## src/hdl/uvs_pkg.sv

```systemverilog
`default_nettype none
package uvs_pkg;

  localparam logic [8:0] MAX_SECTORS = 9'd256;
  localparam logic [8:0] MAX_STACKS  = 9'd256;

  localparam int DIV_STEPS = 32;
  localparam int SC_STAGES = 11;
  localparam int TAG_DLY   = 1 + DIV_STEPS + SC_STAGES;

  localparam int IN_TDATA_W  = 24;
  localparam int OUT_TDATA_W = 120;
  localparam int OUT_TUSER_W = 3;
  localparam int CFG_ADDR_W  = 2;
  localparam int CFG_DATA_W  = 16;

  typedef enum logic [CFG_ADDR_W-1:0] {
    REG_RADIUS       = 2'd0,
    REG_SECTOR_TOTAL = 2'd1,
    REG_STACK_TOTAL  = 2'd2
  } cfg_reg_t;

  localparam logic [15:0] RADIUS_RST       = 16'd256;
  localparam logic [8:0]  SECTOR_TOTAL_RST = 9'd36;
  localparam logic [8:0]  STACK_TOTAL_RST  = 9'd18;

  // pi/2 in units of 2^-32, split for two narrow partial products
  localparam logic [32:0] HALF_PI_Q32 = 33'h1_921F_B544;
  localparam logic [15:0] HPI_HI = HALF_PI_Q32[32:17];
  localparam logic [16:0] HPI_LO = HALF_PI_Q32[16:0];

  localparam logic [30:0] ONE_Q30 = 31'h4000_0000;
  localparam logic [31:0] QUARTER_TURN = 32'h4000_0000;

  // exact floor division of a 30-bit value by a constant: x * m >> s
  localparam int SH_42 = 36;
  localparam int SH_56 = 36;
  localparam int SH_20 = 35;
  localparam int SH_30 = 35;
  localparam int SH_6  = 33;
  localparam int SH_12 = 34;
  localparam logic [30:0] RCP_42 = 31'(((64'd1 << SH_42) + 64'd41) / 64'd42);
  localparam logic [30:0] RCP_56 = 31'(((64'd1 << SH_56) + 64'd55) / 64'd56);
  localparam logic [30:0] RCP_20 = 31'(((64'd1 << SH_20) + 64'd19) / 64'd20);
  localparam logic [30:0] RCP_30 = 31'(((64'd1 << SH_30) + 64'd29) / 64'd30);
  localparam logic [30:0] RCP_6  = 31'(((64'd1 << SH_6) + 64'd5) / 64'd6);
  localparam logic [30:0] RCP_12 = 31'(((64'd1 << SH_12) + 64'd11) / 64'd12);

  typedef struct packed {
    logic       vld;
    logic       err;
    logic [8:0] i;
    logic [8:0] j;
  } uvs_tag_t;

  typedef struct packed {
    logic signed [15:0] s;
    logic signed [15:0] c;
  } uvs_trig_t;

  typedef struct packed {
    logic               vld;
    logic signed [16:0] pos_x;
    logic signed [16:0] pos_y;
    logic signed [16:0] pos_z;
    logic [16:0]        here;
    logic [16:0]        right;
    logic [16:0]        below;
    logic [16:0]        below_right;
    logic               up;
    logic               low;
    logic               err;
  } uvs_res_t;

  function automatic logic [29:0] div_const(logic [29:0] x, logic [30:0] m, int sh);
    logic [60:0] p;
    p = 61'(x) * 61'(m);
    return 30'(p >> sh);
  endfunction

  function automatic logic [29:0] mul_q30(logic [29:0] x, logic [30:0] t);
    logic [60:0] p;
    p = 61'(x) * 61'(t);
    return p[59:30];
  endfunction

  function automatic logic [15:0] q30_to_q15(logic [30:0] v);
    logic [31:0] t;
    t = (32'(v) + 32'h0000_4000) >> 15;
    return (t > 32'd32767) ? 16'd32767 : t[15:0];
  endfunction

  function automatic logic [14:0] trig_mag(logic signed [15:0] t);
    logic signed [15:0] m;
    m = (t < 0) ? -t : t;
    return m[14:0];
  endfunction

  // Q8.8 x Q1.15 product magnitude rounded to Q8.8, sign applied
  function automatic logic signed [16:0] round_q15(logic [30:0] prod, logic neg);
    logic [31:0] t;
    logic [16:0] p;
    t = (32'(prod) + 32'h0000_4000) >> 15;
    p = t[16:0];
    return neg ? -$signed(p) : $signed(p);
  endfunction

endpackage
`default_nettype wire

```

## src/hdl/uvs_phase_div.sv

```systemverilog
`default_nettype none
module uvs_phase_div (
  input  wire logic        clk,
  input  wire logic        adv,
  input  wire logic [8:0]  stack_index,
  input  wire logic [8:0]  sector_index,
  input  wire logic [8:0]  stack_total,
  input  wire logic [8:0]  sector_total,
  output logic [31:0]      ph_stk,
  output logic [31:0]      ph_sec
);
  import uvs_pkg::*;

  // lane 0: stack, lane 1: sector; one quotient bit per stage
  logic [8:0]  rem_r [0:DIV_STEPS][0:1];
  logic [31:0] wrd_r [0:DIV_STEPS][0:1];
  logic [8:0]  dv    [0:1];

  assign dv[0] = stack_total;
  assign dv[1] = sector_total;

  // dividend = i*2^31 + nt/2 and j*2^32 + ns/2; j == ns wraps to zero
  always_ff @(posedge clk) begin
    if (adv) begin
      rem_r[0][0] <= {1'b0, stack_index[8:1]};
      wrd_r[0][0] <= {stack_index[0], 23'd0, stack_total[8:1]};
      rem_r[0][1] <= (sector_index == sector_total) ? 9'd0 : sector_index;
      wrd_r[0][1] <= {24'd0, sector_total[8:1]};
    end
  end

  for (genvar k = 0; k < DIV_STEPS; k++) begin : g_step
    for (genvar l = 0; l < 2; l++) begin : g_lane
      logic [9:0] r2;
      logic [9:0] diff;
      logic       ge;
      always_comb begin
        r2   = {rem_r[k][l], wrd_r[k][l][31]};
        diff = r2 - {1'b0, dv[l]};
        ge   = (r2 >= {1'b0, dv[l]});
      end
      always_ff @(posedge clk) begin
        if (adv) begin
          rem_r[k+1][l] <= ge ? diff[8:0] : r2[8:0];
          wrd_r[k+1][l] <= {wrd_r[k][l][30:0], ge};
        end
      end
    end
  end

  assign ph_stk = QUARTER_TURN - wrd_r[DIV_STEPS][0];
  assign ph_sec = wrd_r[DIV_STEPS][1];

endmodule
`default_nettype wire

```

## config.mk

```make
export PLATFORM = sky130hd
export DESIGN_NAME = uvs_phase_div
export DESIGN_NICKNAME = d
export VERILOG_FILES = /design/src/hdl/uvs_pkg.sv /design/src/hdl/uvs_phase_div.sv
export SDC_FILE = /design/constraint.sdc
export NUM_CORES = 2
export LEC_CHECK = 0
export BUFFER_PORTS_ARGS = -buffer_cell sky130_fd_sc_hd__buf_2
export CORE_ASPECT_RATIO = 0.9
export CORE_MARGIN = 1.5
export CORE_UTILIZATION = 60
export DETAILED_ROUTE_END_ITERATION = 8
export PLACE_DENSITY = 0.86
export RECOVER_POWER = 100
export REMOVE_ABC_BUFFERS = 1
export SLEW_MARGIN = 10
export SYNTH_ARGS = -nofsm -noshare
export SYNTH_HDL_FRONTEND = slang
export SYNTH_SLANG_ARGS = --single-unit
```

## constraint.sdc

```tcl
create_clock -name clk -period 5.8 [get_ports clk]
set_input_delay 1.74 -clock clk [delete_from_list [all_inputs] [get_ports clk]]
set_output_delay 1.74 -clock clk [all_outputs]
set_load 0.005 [all_outputs]
```

==> impl_metrics.yaml <==
die:
  die_h_um: 379
  core-area_mm2: 0.155
  die_outline_area_mm2: 0.159
  fp-row-count: 137
  pin_count: 102
  initial_core_util_pct: 60.5
  chipWidth_um: 420
synthesis:
  syn-cell-area_mm2: 0.0940
  post-synth-top-count-cell: "sky130_fd_sc_hd__edfxtp_1"
  postSynth.topFlopCell: "sky130_fd_sc_hd__edfxtp_1"
  syn_inst: 6261
  netlist.area_leader.share_pct: 66.7
  share_of_the_yosys_chip_area_belonging_to_registers_pct: 66.7
  netlist.top_cell.by_area: "sky130_fd_sc_hd__edfxtp_1"
  synth_enable_flop_cells: 2088
  synth.top_cells.by_area: "sky130_fd_sc_hd__edfxtp_1 (67%), sky130_fd_sc_hd__ha_1 (7.7%), sky130_fd_sc_hd__mux2_2 (3.5%)"
  ys_async_sr_fraction_pct: 0
  postSynthAreaPerCell_um2: 15.0
  yosys.cell_types.count: 72
  synth.ff_latch_count: 2088
  ys_warn_count: 0
  synth.cells.most_frequent: "sky130_fd_sc_hd__edfxtp_1 (2088), sky130_fd_sc_hd__ha_1 (577), sky130_fd_sc_hd__o21ai_0 (363), sky130_fd_sc_hd__nor2_1 (335), sky130_fd_sc_hd__mux2_2 (293)"
critical_path:
  worst-r2r-cell-count: 10
  startpoint: "sector_total[0]"
  regToRegStartpoint: "wrd_r[26][31]$_DFFE_PP_"
  crit_path_cells: "clkbuf_1, buf_4, inv_1, clkbuf_1, clkbuf_1, ha_1, nand3_1, a41oi_2, mux2_2"
  timing.setup.critical_path_class: "in -> reg"
  crit_fanout: 23
  max_stage_delay_ps: 1030
  arrival_time_at_the_worst_endpoint_ps: 5820
  critical_path_required_ps: 6360
  timing.critical_path.mode_cell: "sky130_fd_sc_hd__clkbuf_1"
  slowest_stage: "sky130_fd_sc_hd__clkbuf_1"
  end_kind: "register"
  critical_path.reg2reg.endpoint: "rem_r[27][3]$_DFFE_PP_"
  reg2reg_slack_ps: 2540
  worst_setup_path_start_kind: "input port"
pwr:
  p_sw_share_pct: 31.8
  power.total_uw: 54400
  max-vdd-ir-drop_mv: 0.340
  power.share.combinational_pct: 34.2
  seq_power_share_pct: 41.7
  p_int_uw: 37100
  total_leakage_power_uw: 0.0379
  power_density_over_cell_area_mw_per_mm2: 524
  power_switching_uw: 17300
  power_frac_clock_pct: 24.1
route:
  drt_first_iter_violations: 4356
  maxUsedRoutingLayer: "met5"
  detailroute.wirelength.met3_mm: 10.3
  antenna_left: 0
  average_via_count_per_standard_cell: 5.94
  vias: 52400
  detail_route.wirelength_mm: 167
  drt-met1-wl_mm: 71.2
  drcViolationCount: 0
  detail_route.first_pass.iterations: 6
  detailroute.wirelength.met2_mm: 80.4
  drt-wirelength-per-cell_um: 18.9
hold_path:
  hold_start: "wrd_r[15][17]$_DFFE_PP_"
  hold_end: "wrd_r[16][18]$_DFFE_PP_"
  whs_path_depth: 0
  hold_path.class: "reg -> reg"
clocking:
  clkSlewWorstSetupHoldPaths_ps: 70
  cts-hold-fix-buffers: 0
  post_cts.repair.setup_buffers: 0
  cts_repair_resize_count: 0
  cts.sink_count: 2088
  ctsLongestPathBuffers: 3
  cts_tree: "built"
  ctsRootBufferMaster: "sky130_fd_sc_hd__clkbuf_16"
  clk_latency_ps: 820
  tritoncts_buffer_count: 200
  htree_num_levels: 4
sta:
  setup_tns_ps: 0
  final_period_minus_worst_setup_slack_ps: 5260
  rsz_0062_raised_after_global_routing: "no"
  hold_slack_ps: 389
  tightestPinTransition_ps: 3510
  finalClockSkew_ps: 34.0
  timing.final.crit_share_pct: 90.7
  timing.fmax_mhz: 190
  drv_slew: 143
  timing.final.setup_violations: 0
  final-hold-violation-count: 0
  worst_slew_margin_rel_pct: -134
global_routing:
  grt_pass1_wl_mm: 267
  largest_net_degree_at_the_start_of_global_routing: 146
  antenna_found_initial: 1
  grt_util_all_layers_pct: 20.9
  grt_overflow: 0
  grt_pass1_vias: 52400
placement:
  gpl.final_weighted_congestion: 0.881
  dp.final_hpwl_mm: 103
  port_buffers: 101
  placedCellCount: 8443
cells_and_area:
  layout.nets: 7237
  antennaDiodeCount: 0
  final_layout_size_suffix_gt1_share_pct: 10.9
  final_cell_count_no_fill: 8815
  area_delta_synth_final_pct: 10.5
run_status:
  violations: "capacitance limit, slew limit"
  outcome: "finished with violations"
flow_run:
  timing.max_cap.violations: 3
## cell type report
type	count	area, um2
flip-flops and latches	2088	62700
multi-input cells	3881	30000
repair buffers	183	1190
inverters	206	773
fillers	10300	51400
clock inverters	147	1560
clock buffers	225	5120
well taps	2085	2610
## stage by stage
stage / worst slack (ps) / cell area, um2 / utilization (%)
floorplan: 1260 / 93500 / -
global placement: 939 / 97600 / 62.8
detailed placement: 803 / 97600 / 62.8
CTS: 944 / 104000 / 67.1
global route: 411 / 104000 / 66.9
finish: 537 / 104000 / 66.9
## routing by layer
metal	vias to the layer above	global-route usage, %
met3	396	3.53
met4	2	7.08
met5	-	0
met2	1769	34.8
li1	24800	-
met1	25500	28.0
## cells in the final DEF (no fill, tap or decap), types with 23 or more instances in the layout
master / count
sky130_fd_sc_hd__edfxtp_1: 2088
sky130_fd_sc_hd__ha_1: 577
sky130_fd_sc_hd__o21ai_0: 365
sky130_fd_sc_hd__nor2_1: 335
sky130_fd_sc_hd__nand2_1: 290
sky130_fd_sc_hd__mux2_2: 286
sky130_fd_sc_hd__a21oi_1: 245
sky130_fd_sc_hd__xnor2_1: 231
sky130_fd_sc_hd__clkbuf_16: 201
sky130_fd_sc_hd__inv_1: 197
sky130_fd_sc_hd__o21a_1: 143
sky130_fd_sc_hd__xor2_1: 131
sky130_fd_sc_hd__nor2b_1: 126
sky130_fd_sc_hd__nand3_1: 117
sky130_fd_sc_hd__clkbuf_1: 101
sky130_fd_sc_hd__nand2b_1: 82
sky130_fd_sc_hd__nor3_1: 69
sky130_fd_sc_hd__fa_1: 62
sky130_fd_sc_hd__and3_1: 59
sky130_fd_sc_hd__nor4_1: 56
sky130_fd_sc_hd__a21o_1: 53
sky130_fd_sc_hd__o31ai_1: 51
sky130_fd_sc_hd__o22ai_1: 48
sky130_fd_sc_hd__mux2i_1: 47
sky130_fd_sc_hd__o31a_1: 47
sky130_fd_sc_hd__clkinv_1: 44
sky130_fd_sc_hd__clkinv_2: 41
sky130_fd_sc_hd__a31oi_1: 39
sky130_fd_sc_hd__buf_2: 36
sky130_fd_sc_hd__buf_4: 32
sky130_fd_sc_hd__a211oi_1: 31
sky130_fd_sc_hd__or3_1: 30
sky130_fd_sc_hd__a41o_1: 27
sky130_fd_sc_hd__and2_0: 27
sky130_fd_sc_hd__bufinv_16: 23
## worst max path at each step
stage | slack [ps] | cells past startpoint | end
floorplan | 1260 | 8 | rem_r[24][17]$_DFFE_PP_
global placement | 940 | 11 | rem_r[27][4]$_DFFE_PP_
detailed placement | 800 | 9 | rem_r[11][5]$_DFFE_PP_
CTS | 940 | 7 | ph_stk[31]
global route | 410 | 3 | wrd_r[16][16]$_DFFE_PP_
finish | 540 | 9 | rem_r[5][4]$_DFFE_PP_
## critical path, delay by kind of cell
| kind | cells | cell delay [ps] |
|---|---|---|
| adder cells (fa/ha/maj) | 1 | 240 |
| AO/OA/AOI/OAI | 1 | 590 |
| buffers and inverters | 5 | 2680 |
| AND/OR/NAND/NOR | 1 | 120 |
| multiplexers | 1 | 420 |
## power groups by stage
stage	Combinational (uW)	Clock (uW)	Sequential, uW
after floorplan	14400	0	22200
after global placement	17100	0	22800
after detailed placement	18100	0	22900
after CTS	18500	13400	22700
after global routing	20600	14000	22900
final	18600	13100	22700
## flip-flops by register name, summed over array words and instances (netlist names)
name,flops
rem_r,575
wrd_r,1513
## cell families (layout without fill, tap and decap cells)
| family | count (synthesis) | after routing | synth area share, % |
|---|---|---|---|
| DFF | 2088 | 2088 | 66.7 |
| and+or+nand+nor | 1315 | 1315 | 7.05 |
| AOI/OAI and AO/OA | 1225 | 1225 | 8.52 |
| adders and majority gates | 639 | 639 | 9.00 |
| xor gates and xnor gates | 362 | 362 | 3.37 |
| muxes | 340 | 340 | 4.01 |
| buffers and inverters | 292 | 761 | 1.35 |
Power figures use the tool's default switching activity.
