[src/hdl/uvs_pkg.sv]
`default_nettype none
package uvs_pkg;

  localparam logic [8:0] MAX_SECTORS = 9'd256;
  localparam logic [8:0] MAX_STACKS  = 9'd256;

  localparam int DIV_STEPS = 32;
  localparam int SC_STAGES = 11;
  localparam int TAG_DLY   = 1 + DIV_STEPS + SC_STAGES;

  localparam int IN_TDATA_W  = 24;
  localparam int OUT_TDATA_W = 120;
  localparam int OUT_TUSER_W = 3;
  localparam int CFG_ADDR_W  = 2;
  localparam int CFG_DATA_W  = 16;

  typedef enum logic [CFG_ADDR_W-1:0] {
    REG_RADIUS       = 2'd0,
    REG_SECTOR_TOTAL = 2'd1,
    REG_STACK_TOTAL  = 2'd2
  } cfg_reg_t;

  localparam logic [15:0] RADIUS_RST       = 16'd256;
  localparam logic [8:0]  SECTOR_TOTAL_RST = 9'd36;
  localparam logic [8:0]  STACK_TOTAL_RST  = 9'd18;

  // pi/2 in units of 2^-32, split for two narrow partial products
  localparam logic [32:0] HALF_PI_Q32 = 33'h1_921F_B544;
  localparam logic [15:0] HPI_HI = HALF_PI_Q32[32:17];
  localparam logic [16:0] HPI_LO = HALF_PI_Q32[16:0];

  localparam logic [30:0] ONE_Q30 = 31'h4000_0000;
  localparam logic [31:0] QUARTER_TURN = 32'h4000_0000;

  // exact floor division of a 30-bit value by a constant: x * m >> s
  localparam int SH_42 = 36;
  localparam int SH_56 = 36;
  localparam int SH_20 = 35;
  localparam int SH_30 = 35;
  localparam int SH_6  = 33;
  localparam int SH_12 = 34;
  localparam logic [30:0] RCP_42 = 31'(((64'd1 << SH_42) + 64'd41) / 64'd42);
  localparam logic [30:0] RCP_56 = 31'(((64'd1 << SH_56) + 64'd55) / 64'd56);
  localparam logic [30:0] RCP_20 = 31'(((64'd1 << SH_20) + 64'd19) / 64'd20);
  localparam logic [30:0] RCP_30 = 31'(((64'd1 << SH_30) + 64'd29) / 64'd30);
  localparam logic [30:0] RCP_6  = 31'(((64'd1 << SH_6) + 64'd5) / 64'd6);
  localparam logic [30:0] RCP_12 = 31'(((64'd1 << SH_12) + 64'd11) / 64'd12);

  typedef struct packed {
    logic       vld;
    logic       err;
    logic [8:0] i;
    logic [8:0] j;
  } uvs_tag_t;

  typedef struct packed {
    logic signed [15:0] s;
    logic signed [15:0] c;
  } uvs_trig_t;

  typedef struct packed {
    logic               vld;
    logic signed [16:0] pos_x;
    logic signed [16:0] pos_y;
    logic signed [16:0] pos_z;
    logic [16:0]        here;
    logic [16:0]        right;
    logic [16:0]        below;
    logic [16:0]        below_right;
    logic               up;
    logic               low;
    logic               err;
  } uvs_res_t;

  function automatic logic [29:0] div_const(logic [29:0] x, logic [30:0] m, int sh);
    logic [60:0] p;
    p = 61'(x) * 61'(m);
    return 30'(p >> sh);
  endfunction

  function automatic logic [29:0] mul_q30(logic [29:0] x, logic [30:0] t);
    logic [60:0] p;
    p = 61'(x) * 61'(t);
    return p[59:30];
  endfunction

  function automatic logic [15:0] q30_to_q15(logic [30:0] v);
    logic [31:0] t;
    t = (32'(v) + 32'h0000_4000) >> 15;
    return (t > 32'd32767) ? 16'd32767 : t[15:0];
  endfunction

  function automatic logic [14:0] trig_mag(logic signed [15:0] t);
    logic signed [15:0] m;
    m = (t < 0) ? -t : t;
    return m[14:0];
  endfunction

  // Q8.8 x Q1.15 product magnitude rounded to Q8.8, sign applied
  function automatic logic signed [16:0] round_q15(logic [30:0] prod, logic neg);
    logic [31:0] t;
    logic [16:0] p;
    t = (32'(prod) + 32'h0000_4000) >> 15;
    p = t[16:0];
    return neg ? -$signed(p) : $signed(p);
  endfunction

endpackage
`default_nettype wire

[src/hdl/uvs_geom.sv]
`default_nettype none
module uvs_geom (
  input  wire logic               clk,
  input  wire logic               rst_n,
  input  wire logic               adv,
  input  wire uvs_pkg::uvs_trig_t trig_stk,
  input  wire uvs_pkg::uvs_trig_t trig_sec,
  input  wire uvs_pkg::uvs_tag_t  tag,
  input  wire logic [15:0]        radius,
  input  wire logic [8:0]         sector_total,
  input  wire logic [8:0]         stack_total,
  output uvs_pkg::uvs_res_t       res
);
  import uvs_pkg::*;

  uvs_tag_t  tag1_r, tag2_r, tag3_r;
  uvs_trig_t sec1_r, sec2_r;
  logic [30:0] pxy_r, pz_r, px_r, py_r;
  logic        nxy_r, nz_r, nx_r, ny_r;
  logic [16:0] here1_r;
  logic signed [16:0] xy_r, z2_r, z3_r;
  logic [16:0] here2_r, right2_r, below2_r, br2_r;
  logic [16:0] here3_r, right3_r, below3_r, br3_r;
  logic        up2_r, low2_r, up3_r, low3_r;
  uvs_res_t    res_r;

  logic [18:0] row_base;
  logic        in_grid, up, low;
  logic [16:0] below;
  logic signed [16:0] xy_mag;

  always_comb begin
    row_base = 19'(tag.i) * 19'({1'b0, sector_total} + 10'd1);
    in_grid  = (tag1_r.i < stack_total) && (tag1_r.j < sector_total);
    up       = in_grid && (tag1_r.i != 9'd0);
    low      = in_grid && (tag1_r.i != stack_total - 9'd1);
    below    = here1_r + 17'(sector_total) + 17'd1;
    xy_mag   = (xy_r < 0) ? -xy_r : xy_r;
  end

  always_ff @(posedge clk) begin
    if (!rst_n) begin
      tag1_r.vld <= 1'b0;
      tag2_r.vld <= 1'b0;
      tag3_r.vld <= 1'b0;
      res_r.vld  <= 1'b0;
    end else if (adv) begin
      // radius times stack cosine and sine, vertex index
      tag1_r  <= tag;
      sec1_r  <= trig_sec;
      pxy_r   <= 31'(radius) * 31'(trig_mag(trig_stk.c));
      pz_r    <= 31'(radius) * 31'(trig_mag(trig_stk.s));
      nxy_r   <= trig_stk.c < 0;
      nz_r    <= trig_stk.s < 0;
      here1_r <= 17'(row_base + 19'(tag.j));
      // round, corners
      tag2_r   <= tag1_r;
      sec2_r   <= sec1_r;
      xy_r     <= round_q15(pxy_r, nxy_r);
      z2_r     <= round_q15(pz_r, nz_r);
      here2_r  <= here1_r;
      up2_r    <= up;
      low2_r   <= low;
      right2_r <= (up || low) ? here1_r + 17'd1 : 17'd0;
      below2_r <= (up || low) ? below : 17'd0;
      br2_r    <= (up || low) ? below + 17'd1 : 17'd0;
      // xy times sector cosine and sine
      tag3_r   <= tag2_r;
      px_r     <= 31'(xy_mag[15:0]) * 31'(trig_mag(sec2_r.c));
      py_r     <= 31'(xy_mag[15:0]) * 31'(trig_mag(sec2_r.s));
      nx_r     <= (xy_r < 0) ^ (sec2_r.c < 0);
      ny_r     <= (xy_r < 0) ^ (sec2_r.s < 0);
      z3_r     <= z2_r;
      here3_r  <= here2_r;
      right3_r <= right2_r;
      below3_r <= below2_r;
      br3_r    <= br2_r;
      up3_r    <= up2_r;
      low3_r   <= low2_r;
      // round, zero all fields on a grid error
      res_r.vld         <= tag3_r.vld;
      res_r.err         <= tag3_r.err;
      res_r.pos_x       <= tag3_r.err ? 17'sd0 : round_q15(px_r, nx_r);
      res_r.pos_y       <= tag3_r.err ? 17'sd0 : round_q15(py_r, ny_r);
      res_r.pos_z       <= tag3_r.err ? 17'sd0 : z3_r;
      res_r.here        <= tag3_r.err ? 17'd0 : here3_r;
      res_r.right       <= tag3_r.err ? 17'd0 : right3_r;
      res_r.below       <= tag3_r.err ? 17'd0 : below3_r;
      res_r.below_right <= tag3_r.err ? 17'd0 : br3_r;
      res_r.up          <= up3_r && !tag3_r.err;
      res_r.low         <= low3_r && !tag3_r.err;
    end
  end

  assign res = res_r;

endmodule
`default_nettype wire

[config.mk]
export PLATFORM = sky130hd
export DESIGN_NAME = uvs_geom
export DESIGN_NICKNAME = d
export VERILOG_FILES = /design/src/hdl/uvs_pkg.sv /design/src/hdl/uvs_geom.sv
export SDC_FILE = /design/constraint.sdc
export NUM_CORES = 2
export LEC_CHECK = 0
export BUFFER_PORTS_ARGS = -buffer_cell sky130_fd_sc_hd__buf_2
export CORE_MARGIN = 2
export CORE_UTILIZATION = 45
export DETAILED_ROUTE_END_ITERATION = 10
export PLACE_DENSITY = 0.6
export SYNTH_ARGS = -nofsm -noshare
export SYNTH_HDL_FRONTEND = slang
export SYNTH_SLANG_ARGS = --single-unit
export TNS_END_PERCENT = 10
[constraint.sdc]
create_clock -name clk -period 19.1 [get_ports clk]
set_clock_uncertainty 0.1 [all_clocks]
set_input_delay 0.955 -clock clk [delete_from_list [all_inputs] [get_ports clk]]
set_output_delay 0.955 -clock clk [all_outputs]
set_load 0.01 [all_outputs]
==> summary.md <==
| Metric | Value |
|---|---|
| Via-per-instance ratio | 5.10 |
| Most area-hungry cell type in the Yosys netlist | sky130_fd_sc_hd__fa_1 |
| Bufs on Longest Clock Path | 3 |
| Endpoints failing setup | 0 |
| Average routed wire per standard cell | around 17 um |
| Sink Count | roughly 490 |
| Total detailed-routing wirelength | between 100000 and 150000 um |
| Number of synthesized flops with an enable pin | slightly below 500 |
| Post-CTS Hold Buffers | 0 |
| Clock-pin slew reported for the worst setup and hold paths after clock tree synthesis | 60 ps |
| Largest net degree at the start of global routing | 79 |
| Data required, critical path | 19420 ps |
| Ports | around 240 |
| Number of search-and-repair iterations in the first detailed-routing pass | 5 |
| CP Class | reg2reg |
| Synthesized area per cell | slightly above 10 um^2 |
| Cell seen most often among critical-path stages | sky130_fd_sc_hd__fa_1 |
| Total Die Area | 124000 um^2 |
| Number of violations of the max-capacitance limit | 0 |
| Via total after detailed routing | roughly 37000 |
| RD Place Congestion | about 0.86 |
| First-pass GRT wire length | roughly 210000 um |
| Residual DRC count | 0 |
| Setup repair after global routing missed its margin | false |
| Area overhead of the layout relative to synthesis | 9.62% |
| Actual transition at the worst max-transition pin | 1130 ps |
| Run status | finished clean |
| Critical path data arrival time | between 9000 and 10000 ps |
| Latest clock arrival within the worst-skew pair | about 680 ps |
| Vias in the first global route | slightly below 40000 |
| Slew margin rel. | a little under a quarter |
| Net total in the final layout | 6872 |
| Highest cell delay on the worst timing path | 850 ps |
| Buffers on Ports | about 240 |
| Placement row count | about 130 |
| Post-CTS setup repair buffer count | 0 |
| Antenna violations before repair | 7 |
| Maximum clock frequency | ~110 MHz |
| Flop and latch count out of synthesis | approximately 490 |
| Post-synthesis cell area | around 55000 um^2 |
| Global-route congestion overflow total | 0 |
| Detailed Route Iter0 Violations | 2185 |
| CTS Root Buffer Type | sky130_fd_sc_hd__clkbuf_16 |
| Number of filler instances in the final layout | approximately 11000 |
| Aggregate global-route resource usage | a little over a fifth |
| Worst min-delay path category | reg2reg |
| Die outline height | around 350 um |
| YS warnings | 0 |
| Number of H-tree levels | 2 |
| Cts bufs inserted | between 50 and 60 |
| TritonCTS clock tree | yes |
| Initial cell density of the core | between 40% and 50% |
| Placeable core region | 120000 um^2 |
| Post-synthesis async set-or-reset flop share | 0% |
| Most common flop cell mapped by yosys | sky130_fd_sc_hd__edfxtp_1 |
| Die Span X | 352 um |
| Top cell type's share of synthesized area | ~29% |
| Syn nets | between 6000 and 7000 |
| Fin. max-slew vios | 0 |
| Leading cell types by total area after synthesis | sky130_fd_sc_hd__fa_1, sky130_fd_sc_hd__edfxtp_1, sky130_fd_sc_hd__ha_1 |
| Critical path startpoint category | register |
| Clock period minus final worst setup slack | between 9000 and 10000 ps |
| Cells resized by post-CTS repair | 0 |
| Post-synthesis sequential area ratio | between 20 and 30% |
| Final ANT Viol Nets | 0 |
| Worst-path maximum fanout | 17 |
| Number of unique standard cell types used by synthesis | between 90 and 100 |
| Worst Setup End Kind | register |
| Fin Hold WS | 316 ps |
| Final total negative setup slack | 0 ps |
| Final worst-path cycle share | roughly 50% |
| Detailed placer's ending HPWL | just under 100000 um |
| Library cell contributing the largest single delay on the critical path | sky130_fd_sc_hd__xnor2_2 |
| Total count of hold-check failures in the final report | 0 |
| Share of post-route cells with drive strength above 1 | a little under a tenth |
| Number of cells produced by synthesis | ~5300 |
==> through the flow <==
step | cells | utilization (%) | setup WS (ps) | area, um^2
6_report | 7175 | 49.8 | 9590 | 59900
5_1_grt | 7173 | 49.8 | 9010 | 59800
4_1_cts | 7173 | 49.8 | 9610 | 59800
3_5_place_dp | 7070 | 48.1 | 9650 | 57800
3_3_place_gp | 7070 | 48.1 | 9910 | 57800
2_1_floorplan | 5340 | - | 5910 | 54600
==> state kept, by name (all words and copies together) (netlist names), 20 cells and up <==
register / cells
res: 123
sec1_r: 32
sec2_r: 32
tag1_r: 20
==> final timing paths <==
| path | from | to | slack [ps] | cells past startpoint |
|---|---|---|---|---|
| hold reg to reg | below2_r[12] | below3_r[12] | 320 | 0 |
| setup / recovery | xy_r[0] | py_r[30] | 9590 | 30 |
| setup reg to reg | xy_r[0] | py_r[30] | 9590 | 30 |
| hold / removal | below2_r[12] | below3_r[12] | 320 | 0 |
==> kinds of logic after synthesis <==
group	count (synthesis)	synth area share, %
DFF	491	26.9
muxes	22	0.424
adders and majority gates	1235	39.0
AOI/OAI and AO/OA	354	4.36
xor gates and xnor gates	355	5.71
buffers and inverters	1099	7.69
and+or+nand+nor	1784	15.9
==> critical path: cells and delay by family, from the launching register on <==
kind / cells / cell delay, ps
AOI/OAI and AO/OA: 7 / 1590
xor gates and xnor gates: 2 / 920
adders and majority gates: 8 / 3620
buffers and inverters: 5 / 760
DFF: 1 / 680
and+or+nand+nor: 8 / 1560
==> final cells by class <==
cell class	count	area [um^2]	share of cell area [%]
antenna	2	5.00	0.00836
clock buffer	58	1410	2.35
clock inverter	45	676	1.13
inverter	895	3360	5.61
multi-input combinational	3750	35900	59.9
sequential	491	14700	24.6
tap	1612	2020	3.37
timing repair buffer	322	1810	3.02
==> synthesized netlist by cell type, types with 58 or more instances <==
cell / instances
sky130_fd_sc_hd__clkbuf_1: 183
sky130_fd_sc_hd__xor2_1: 140
sky130_fd_sc_hd__xnor2_1: 214
sky130_fd_sc_hd__o21ai_0: 66
sky130_fd_sc_hd__nor2_1: 446
sky130_fd_sc_hd__and2_1: 216
sky130_fd_sc_hd__nand3_1: 81
sky130_fd_sc_hd__edfxtp_1: 487
sky130_fd_sc_hd__nor2b_1: 230
sky130_fd_sc_hd__ha_1: 457
sky130_fd_sc_hd__nand2b_1: 58
sky130_fd_sc_hd__nand2_1: 534
sky130_fd_sc_hd__fa_1: 778
sky130_fd_sc_hd__inv_1: 895
sky130_fd_sc_hd__a21oi_1: 85
==> metal layers <==
metal / vias to the layer above / wire length [um] / share of wire, % / GRT usage (%)
met2: 760 / 61100 / 49 / 35.5
met3: 190 / 5700 / 4.5 / 2.35
met4: 2 / 3490 / 2.8 / 5.92
met1: 18400 / 55000 / 44 / 28.1
met5: - / 16 / 0.013 / 0
li1: 17200 / - / - / -
==> cell usage in the layout, fill, tap and decap left out, types with 9 or more instances in the layout <==
cell type | synthesis | final
sky130_fd_sc_hd__nand2_1 | 534 | 534
sky130_fd_sc_hd__nor2b_1 | 230 | 230
sky130_fd_sc_hd__o211ai_1 | 10 | 10
sky130_fd_sc_hd__a21o_1 | 38 | 38
sky130_fd_sc_hd__mux2i_1 | 15 | 15
sky130_fd_sc_hd__clkbuf_16 | 0 | 56
sky130_fd_sc_hd__clkinv_2 | 0 | 11
sky130_fd_sc_hd__edfxtp_1 | 487 | 487
sky130_fd_sc_hd__o31ai_1 | 25 | 25
sky130_fd_sc_hd__ha_1 | 457 | 457
sky130_fd_sc_hd__fa_1 | 778 | 778
sky130_fd_sc_hd__or2_2 | 16 | 16
sky130_fd_sc_hd__nand3_1 | 81 | 81
sky130_fd_sc_hd__nor2_1 | 446 | 446
sky130_fd_sc_hd__nand3b_1 | 9 | 9
sky130_fd_sc_hd__buf_2 | 12 | 243
sky130_fd_sc_hd__nor4_1 | 19 | 19
sky130_fd_sc_hd__and4_1 | 10 | 10
sky130_fd_sc_hd__xor2_1 | 140 | 131
sky130_fd_sc_hd__and3_1 | 41 | 41
sky130_fd_sc_hd__nand4_1 | 28 | 28
sky130_fd_sc_hd__a21oi_1 | 85 | 85
sky130_fd_sc_hd__o21ai_0 | 66 | 66
sky130_fd_sc_hd__xor2_2 | 0 | 9
sky130_fd_sc_hd__buf_4 | 3 | 79
sky130_fd_sc_hd__and2_1 | 216 | 215
sky130_fd_sc_hd__a31oi_1 | 19 | 19
sky130_fd_sc_hd__nand2b_1 | 58 | 58
sky130_fd_sc_hd__inv_1 | 895 | 895
sky130_fd_sc_hd__xnor2_2 | 1 | 15
sky130_fd_sc_hd__xnor2_1 | 214 | 200
sky130_fd_sc_hd__bufinv_16 | 0 | 14
sky130_fd_sc_hd__nor3_1 | 50 | 50
sky130_fd_sc_hd__or3_1 | 21 | 21
sky130_fd_sc_hd__o21a_1 | 14 | 14
Power is left out: the tool's default activity adds up to more than one toggle a clock period on the data nets, which glitch-free logic cannot reach.
